`config.mk`:
```
export PLATFORM = sky130hd
export DESIGN_NAME = vths_ctrl
export DESIGN_NICKNAME = d
export VERILOG_FILES = /design/src/design/vths_pkg.sv /design/src/design/vths_ctrl.sv
export SDC_FILE = /design/constraint.sdc
export NUM_CORES = 1
export LEC_CHECK = 0
export BUFFER_PORTS_ARGS = -buffer_cell sky130_fd_sc_hd__buf_2
export CAP_MARGIN = 20
export CORE_ASPECT_RATIO = 1.4
export CORE_MARGIN = 8
export CORE_UTILIZATION = 51
export DETAILED_ROUTE_END_ITERATION = 8
export GPL_TIMING_DRIVEN = 1
export PLACE_DENSITY = 0.78
export SETUP_SLACK_MARGIN = 0.15
export SLEW_MARGIN = 20
export SYNTH_ARGS = -nofsm -noshare
export SYNTH_HDL_FRONTEND = slang
export SYNTH_SLANG_ARGS = --single-unit
```
`constraint.sdc`:
```
create_clock -name aclk -period 1.6 [get_ports aclk]
set_input_delay 0.16 -clock aclk [delete_from_list [all_inputs] [get_ports aclk]]
set_output_delay 0.16 -clock aclk [all_outputs]
set_load 0.005 [all_outputs]
```
`src/design/vths_pkg.sv`:
```
// ----------------------------------------------------------------------------
// vths_pkg: shared types and constants
// Grid geometry, function codes and the controller/datapath command structs.
// ----------------------------------------------------------------------------
package vths_pkg;
    localparam int ROWS = 24;
    localparam int COLS = 12;
    localparam int ROW_W = $clog2(ROWS);
    localparam int COL_W = $clog2(COLS);
    localparam int DEPTH = ROWS * COLS;
    localparam int ADDR_W = $clog2(DEPTH);

    localparam logic [1:0] FUNC_HIT   = 2'd0;
    localparam logic [1:0] FUNC_EVAL  = 2'd1;
    localparam logic [1:0] FUNC_CLEAR = 2'd2;

    localparam logic [1:0] REG_HIT_CUT = 2'd0;
    localparam logic [1:0] REG_VETO    = 2'd1;
    localparam logic [1:0] REG_SAT     = 2'd2;

    // stored entry: amp_p, adc_p, tdc, sat
    typedef struct packed {
        logic signed [12:0] amp_p;
        logic signed [17:0] adc_p;
        logic               tdc;
        logic               sat;
    } entry_t;

    // read slot: which neighbour is being fetched
    localparam logic [2:0] SL_UP2 = 3'd0;
    localparam logic [2:0] SL_UP1 = 3'd1;
    localparam logic [2:0] SL_DN1 = 3'd2;
    localparam logic [2:0] SL_DN2 = 3'd3;
    localparam logic [2:0] SL_LEFT  = 3'd4;
    localparam logic [2:0] SL_RIGHT = 3'd5;
    localparam logic [2:0] SL_SELF  = 3'd6;

    typedef struct packed {
        logic             wr_en;      // write hit / clear word
        logic             clr;        // write zero entry
        logic [ADDR_W-1:0] clr_addr;
        logic             load;       // latch input item
        logic             rd_en;
        logic [2:0]       rd_slot;    // slot being issued
        logic [COL_W-1:0] col;
        logic             cap_en;     // capture data of previous issue
        logic [2:0]       cap_slot;
        logic             decide;     // form result into output reg
        logic             last;
    } cmd_t;

    typedef struct packed {
        logic [1:0] func;
        logic       hit_ok;
        logic       eval_ok;
    } status_t;
endpackage

```
`src/design/vths_ctrl.sv`:
```
// ----------------------------------------------------------------------------
// vths_ctrl: sequencer
// Runs hit writes, the clearing sweep and the seven-read scan per column.
// ----------------------------------------------------------------------------
module vths_ctrl (
    input  logic                  aclk,
    input  logic                  aresetn,
    input  logic                  s_valid,
    output logic                  s_ready,
    output logic                  m_valid,
    input  logic                  m_ready,
    input  vths_pkg::status_t     status,
    output vths_pkg::cmd_t        cmd
);
    import vths_pkg::*;

    localparam logic [2:0] ST_IDLE = 3'd0;
    localparam logic [2:0] ST_DISP = 3'd1;
    localparam logic [2:0] ST_CLR  = 3'd2;
    localparam logic [2:0] ST_READ = 3'd3;
    localparam logic [2:0] ST_DEC  = 3'd4;
    localparam logic [2:0] ST_OUT  = 3'd5;

    logic [2:0] state_reg, state_next;
    logic [2:0] slot_reg, slot_next;
    logic [COL_W-1:0] col_reg, col_next;
    logic [ADDR_W-1:0] clr_reg, clr_next;
    logic mv_reg, mv_next;

    always_comb begin
        state_next = state_reg;
        slot_next = slot_reg;
        col_next = col_reg;
        clr_next = clr_reg;
        mv_next = mv_reg;
        cmd = '0;
        cmd.col = col_reg;
        cmd.clr_addr = clr_reg;
        cmd.rd_slot = slot_reg;
        cmd.cap_slot = slot_reg - 3'd1;
        s_ready = 1'b0;
        if (mv_reg && m_ready) mv_next = 1'b0;
        case (state_reg)
            ST_IDLE: begin
                s_ready = 1'b1;
                if (s_valid) begin
                    cmd.load = 1'b1;
                    state_next = ST_DISP;
                end
            end
            ST_DISP: begin
                case (status.func)
                    FUNC_HIT: begin
                        cmd.wr_en = status.hit_ok;
                        state_next = ST_IDLE;
                    end
                    FUNC_CLEAR: begin
                        clr_next = '0;
                        state_next = ST_CLR;
                    end
                    FUNC_EVAL: begin
                        col_next = '0;
                        slot_next = SL_UP2;
                        state_next = status.eval_ok ? ST_READ : ST_IDLE;
                    end
                    default: state_next = ST_IDLE;
                endcase
            end
            ST_CLR: begin
                cmd.wr_en = 1'b1;
                cmd.clr = 1'b1;
                clr_next = clr_reg + 1'd1;
                if (clr_reg == ADDR_W'(DEPTH - 1)) state_next = ST_IDLE;
            end
            ST_READ: begin
                cmd.rd_en = 1'b1;
                cmd.cap_en = (slot_reg != SL_UP2);
                slot_next = slot_reg + 3'd1;
                if (slot_reg == SL_SELF) state_next = ST_DEC;
            end
            ST_DEC: begin
                // wait for the output register to free up
                if (!mv_next) begin
                    cmd.decide = 1'b1;
                    cmd.last = (col_reg == COL_W'(COLS - 1));
                    mv_next = 1'b1;
                    state_next = ST_OUT;
                end
            end
            ST_OUT: begin
                if (col_reg == COL_W'(COLS - 1)) begin
                    state_next = ST_IDLE;
                end else begin
                    col_next = col_reg + 1'd1;
                    slot_next = SL_UP2;
                    state_next = ST_READ;
                end
            end
            default: state_next = ST_IDLE;
        endcase
    end

    // reset starts with a clearing sweep of the store
    always_ff @(posedge aclk) begin
        if (!aresetn) begin
            state_reg <= ST_CLR;
            mv_reg <= 1'b0;
            slot_reg <= '0;
            col_reg <= '0;
            clr_reg <= '0;
        end else begin
            state_reg <= state_next;
            mv_reg <= mv_next;
            slot_reg <= slot_next;
            col_reg <= col_next;
            clr_reg <= clr_next;
        end
    end

    assign m_valid = mv_reg;
endmodule

```
# ---- Word level (Yosys, flattened, before mapping)
# Cells that the tools add are included.
dict set report totals {
  regBits 20
  latchBits 0
  mem_bits_rw 0
  mem_bits_ro 0
  input_bits 8
  output_inout_bits 28
  elab_cells 65
  n_memories 0
}
dict set report op_classes {
  addsub 4
  mul 0
  n_div 0
  magnitude_cmp 0
  n_eq_ne 17
  n_shift 0
  mux 28
  bitwise 0
  n_reduce_logical 11
}
# op n
set op_table {}
lappend op_table {{$mux W3} 6}
lappend op_table {{$pmux W3 S6} 1}
lappend op_table {{$pmux W9 S2} 1}
lappend op_table {{$ne A2 B2 Y1 const B} 5}
lappend op_table {{$add A9 B1 Y9 const B} 1}
lappend op_table {{$eq A3 B3 Y1 const B} 3}
lappend op_table {{$eq A9 B9 Y1 const B} 1}
lappend op_table {{$mux W1} 9}
lappend op_table {{$mux W9} 1}
lappend op_table {{$pmux W3 S3} 1}
lappend op_table {{$mux W2} 4}
lappend op_table {{$mux W4} 2}
lappend op_table {{$pmux W4 S2} 1}
lappend op_table {{$eq A3 B2 Y1 const B} 2}
lappend op_table {{$reduce_and A3 Y1} 2}
lappend op_table {{$reduce_bool A3 Y1} 2}
lappend op_table {{$add A4 B1 Y4 const B} 1}
lappend op_table {{$eq A4 B4 Y1 const B} 1}
lappend op_table {{$ne A2 B1 Y1 const B} 2}
lappend op_table {{$pmux W2 S2} 1}
lappend op_table {{$reduce_and A4 Y1} 1}
lappend op_table {{$reduce_bool A2 Y1} 2}
lappend op_table {{$add A3 B1 Y3 const B} 1}
lappend op_table {{$eq A3 B1 Y1 const B} 1}
lappend op_table {{8 further kinds} 8}

# ---- Longest topological paths before layout
dict set report logic_depth {
  ltp_word 4
  mapped_depth 7
  ltp_nobuf 6
}

# ---- Worst setup path before layout
# Ideal clock, no wire load.
dict set report synth_path {
  path_type {register to register}
  from {register state_reg[2]}
  to {register clr_reg[7]}
  setup_time_ns 0.072
  arrival_time_ns 1.413
  t_required_ns 1.528
  path_slack_ns 0.116
  stages_incl_launch_ff 7
  path_buffers 2
  period_less_slack_ns 1.484
  cell_sequence {dfxtp_1 buf_6 or3b_1 buf_6 nor3_4 and3_1 mux2i_1}
}
dict set report synth_via {
  elab_chain_cells 3
  elab_cells_between_ends 6
  classes_between {eq/ne: 3; mux: 1; reduce/logical: 2}
}
# item line_no
set synth_lines {}
lappend synth_lines {{start, declared} vths_ctrl.sv:24} ;# logic [2:0] state_reg, state_next;
lappend synth_lines {{start signal, assigned} vths_ctrl.sv:112} ;# state_reg <= state_next;
lappend synth_lines {{$eq A3 B1 Y1 or $eq A3 B2 Y1 (tied branches)} vths_ctrl.sv:43} ;# case (state_reg)
lappend synth_lines {{$ne A2 B1 Y1 (no line) or $reduce_bool A2 Y1 (tied branches)} --}
lappend synth_lines {{$reduce_and A2 Y1 (no line)} --}
lappend synth_lines {{end signal, assigned} vths_ctrl.sv:116} ;# clr_reg <= clr_next;
lappend synth_lines {{end, declared} vths_ctrl.sv:27} ;# logic [ADDR_W-1:0] clr_reg, clr_next;
# Several ways; a longest one is shown, not always the timed one.
# A chain may end at the register's enable or synchronous reset.

==> results.json <==
{
  "slew_headroom_pct": 64.1,
  "dp_hpwl_mm": 2.49,
  "wl_mm": 4.29,
  "dp.cells": 227,
  "crit_required_ns": 1.44,
  "holdPathStages": 4,
  "combPwrFrac_pct": 8.4,
  "synth_warnings": 0,
  "setup-violations-final": 1,
  "p_clk_share_pct": 40.5,
  "final_cells": 253,
  "cts_root_buffer": "clkbuf_4",
  "skew_ns": 0.00317,
  "path_buf_inv": 2,
  "cts_made_buffers": 3,
  "grt_max_degree": 20,
  "ff2ff_path_depth": 7,
  "cp_cell_sequence": "buf_6, nor2b_4, and2_4, a21boi_2, buf_2",
  "ff2ff_setup_slack_ns": 0.03,
  "yosys_register_bits": 20,
  "drive_above_1_share_pct": 47.5,
  "criticalPathCategory": "flip-flop to output pin",
  "core_sq_um": 2390,
  "ys_seq_area_share_pct": 31.1,
  "ys_types": 40,
  "vias": 1451,
  "swShare_pct": 21.4,
  "maxCapViolCount": 0,
  "final_area_sq_um": 1940,
  "r2r-end": "state_reg[0]",
  "place_area_sq_um": 1520,
  "nNetsFinal": 237,
  "timing.final.crit_share_pct": 104,
  "largest_reg_flops": 9,
  "cts_tree": "done",
  "worst_slack_ns": -0.0568,
  "ant_nets": 0,
  "ir_worst_vdd_mv": 0.725,
  "synth_area_per_cell_sq_um": 8.14,
  "syn_area_sq_um": 1290,
  "power.density_nw_per_um2": 525,
  "synthCells": 158,
  "cp_max_fo": 7,
  "gr-total-overflow": 0,
  "drc": 0,
  "fmax_ghz": 0.604,
  "rsz0062_at_grt": "yes",
  "power.leakage_uw": 0.000882,
  "die_area_sq_um": 4410,
  "status": "finished, violations left",
  "portBuffers": 35,
  "initial_core_util_pct": 53.8,
  "wire_per_inst_um": 16.9,
  "cp_data_arrival_time_ns": 1.50,
  "grt_pass1_wl_mm": 6.42,
  "min-delay-start": "m_ready",
  "drv_slew": 0,
  "r2r_start": "state_reg[1]",
  "dieWidth_um": 58.4,
  "avgViaCountPerCell": 5.74,
  "area_growth_pct": 50.6,
  "power.internal_uw": 799,
  "cpPeakStageDelay_ns": 0.37,
  "io_pins": 36,
  "crit_slowest_cell": "dfxtp_2",
  "fillCellCount": 149,
  "clockBufferDepth": 2,
  "antenna_found_initial": 0,
  "clkTransAtPathRegs_ns": 0.11,
  "min_path_type": "primary input to flip-flop",
  "grt_pass1_vias": 1411,
  "die_h_um": 75.4,
  "synth_fp_nets": 175,
  "failed_checks": "negative setup slack",
  "finalHoldViolCount": 0,
  "clk_latency_ns": 0.30,
  "seq_area_sq_um": 412,
  "hold_ws_ns": 0.218,
  "net-switching-power_uw": 218,
  "final_util_pct": 81.0,
  "antenna_cells": 0,
  "cpLargestDelayFamily": "flip-flops",
  "path_depth": 5,
  "drtIter0Drc": 52,
  "dr.pass1.iters": 4,
  "tightest_slew_ns": 0.536,
  "pwr-share-seq_pct": 51.1,
  "cts_hold_buf": 0,
  "min_to": "m_valid",
  "cts_sinks": 20,
  "setup.worst_path.end_class": "output pin",
  "rows": 21,
  "grt_usage_pct": 18.4,
  "fin_tns_setup_ns": -0.0568,
  "multi_input_area_sq_um": 951,
  "htree_levels": 1,
  "finalCriticalPeriod_ns": 1.66,
  "gp_congestion": 0.816,
  "startpoint_type": "flip-flop"
}
worst max-delay path by stage:
stage,from,endpoint,slack [ns]
floorplan,state_reg[2],clr_reg[8],0.15
global placement,col_reg[0],col_reg[1],0.12
detailed placement,col_reg[0],col_reg[0],0.1
CTS,state_reg[2],cmd[5],0.09
global route,state_reg[1],cmd[5],-0.09
finish,state_reg[1],cmd[5],-0.06
cells by family after synthesis:
logic type               count (synthesis)  share of synthesized area [%]
AO/OA/AOI/OAI                           34                           17.7
flip-flops                              20                           31.1
AND/OR/NAND/NOR                         71                           31.0
XOR/XNOR                                 3                           2.04
buffers and inverters                   17                           6.23
adder cells (fa/ha/maj)                  9                           8.76
multiplexers                             4                           3.11
power groups by stage:
stage	registers, uW	logic [uW]	clock network [uW]
final	520	85.5	412
after global routing	521	94.4	438
after floorplan	528	43.0	0
after detailed placement	528	76.2	0
after CTS	518	77.8	421
after global placement	528	74.7	0
cells in the mapped netlist:
cell type | number | share of area (%)
a211o_1 | 1 | 0.68
a21boi_0 | 5 | 2.9
a21o_1 | 3 | 1.8
a21oi_1 | 6 | 2.3
a22oi_1 | 1 | 0.58
a311oi_1 | 2 | 1.4
a31oi_1 | 2 | 0.97
a32oi_1 | 1 | 0.68
and2_1 | 3 | 1.5
and3_1 | 3 | 1.5
and3b_1 | 1 | 0.68
and4b_1 | 1 | 0.78
buf_2 | 1 | 0.39
buf_6 | 2 | 1.8
clkbuf_1 | 5 | 1.5
clkinv_1 | 1 | 0.29
dfxtp_1 | 20 | 31
ha_1 | 9 | 8.8
inv_1 | 8 | 2.3
mux2i_1 | 4 | 3.1
nand2_1 | 16 | 4.7
nand2b_1 | 3 | 1.5
nand3_1 | 8 | 3.1
nand3b_1 | 4 | 2.3
nor2_1 | 12 | 3.5
nor2b_1 | 8 | 3.9
nor3_1 | 2 | 0.78
nor3_4 | 2 | 2.5
nor3b_1 | 2 | 1.2
nor4_1 | 4 | 1.9
o211a_1 | 1 | 0.78
o21a_1 | 1 | 0.58
o21ai_0 | 8 | 3.1
o22ai_1 | 1 | 0.49
o2bb2ai_1 | 1 | 0.68
o311a_1 | 1 | 0.78
or2b_1 | 1 | 0.58
or3b_1 | 1 | 0.68
xnor2_1 | 2 | 1.4
xor2_1 | 1 | 0.68
timing repair:
item,CTS,global route
endpoints found under the setup margin,19,20
buffers inserted,15,7
pin swaps,8,7
gates resized for setup,34,18
per-layer routing:
metal | vias up | global-route usage, % | routed length [um]
met5 | - | 0 | 0
met4 | 0 | 7.38 | 89
met3 | 10 | 3.72 | 318
met2 | 66 | 33.9 | 2220
met1 | 700 | 19.8 | 1660
li1 | 675 | - | -
placed cells by master, fill, tap and decap left out, types with 4 or more instances in the layout:
cell      netlist  layout
inv_1           8       8
buf_6           2       6
mux2i_1         4       4
nor2b_1         8       6
ha_1            9       7
a21oi_1         6       5
buf_2           1      33
nand3_1         8       6
nand2_1        16      15
o21ai_0         8       7
nand3b_1        4       4
buf_4           0      25
dfxtp_1        20      11
nor2_1         12      10
dfxtp_2         0       9
tightest hold or removal path, cell delays in order:
cell	delay, ns
buf_2	0.08
nor2b_1	0.06
a21oi_1	0.13
nor2b_1	0.06
per-stage QoR:
step | power (uW) | worst slack, ns
final | 1020 | -0.0568
after CTS | 1020 | 0.0929
after detailed placement | 605 | 0.0998
after floorplan | 571 | 0.154
after global placement | 603 | 0.123
after global routing | 1050 | -0.0942
cell type report:
class | instances | area share (%)
clock buffer | 3 | 1.16
clock inverter | 1 | 1.55
inverter | 9 | 2.00
multi-input combinational | 121 | 49.1
sequential | 20 | 21.3
tap | 34 | 2.20
timing repair buffer | 65 | 22.7
(Power assumes the default switching activity.)
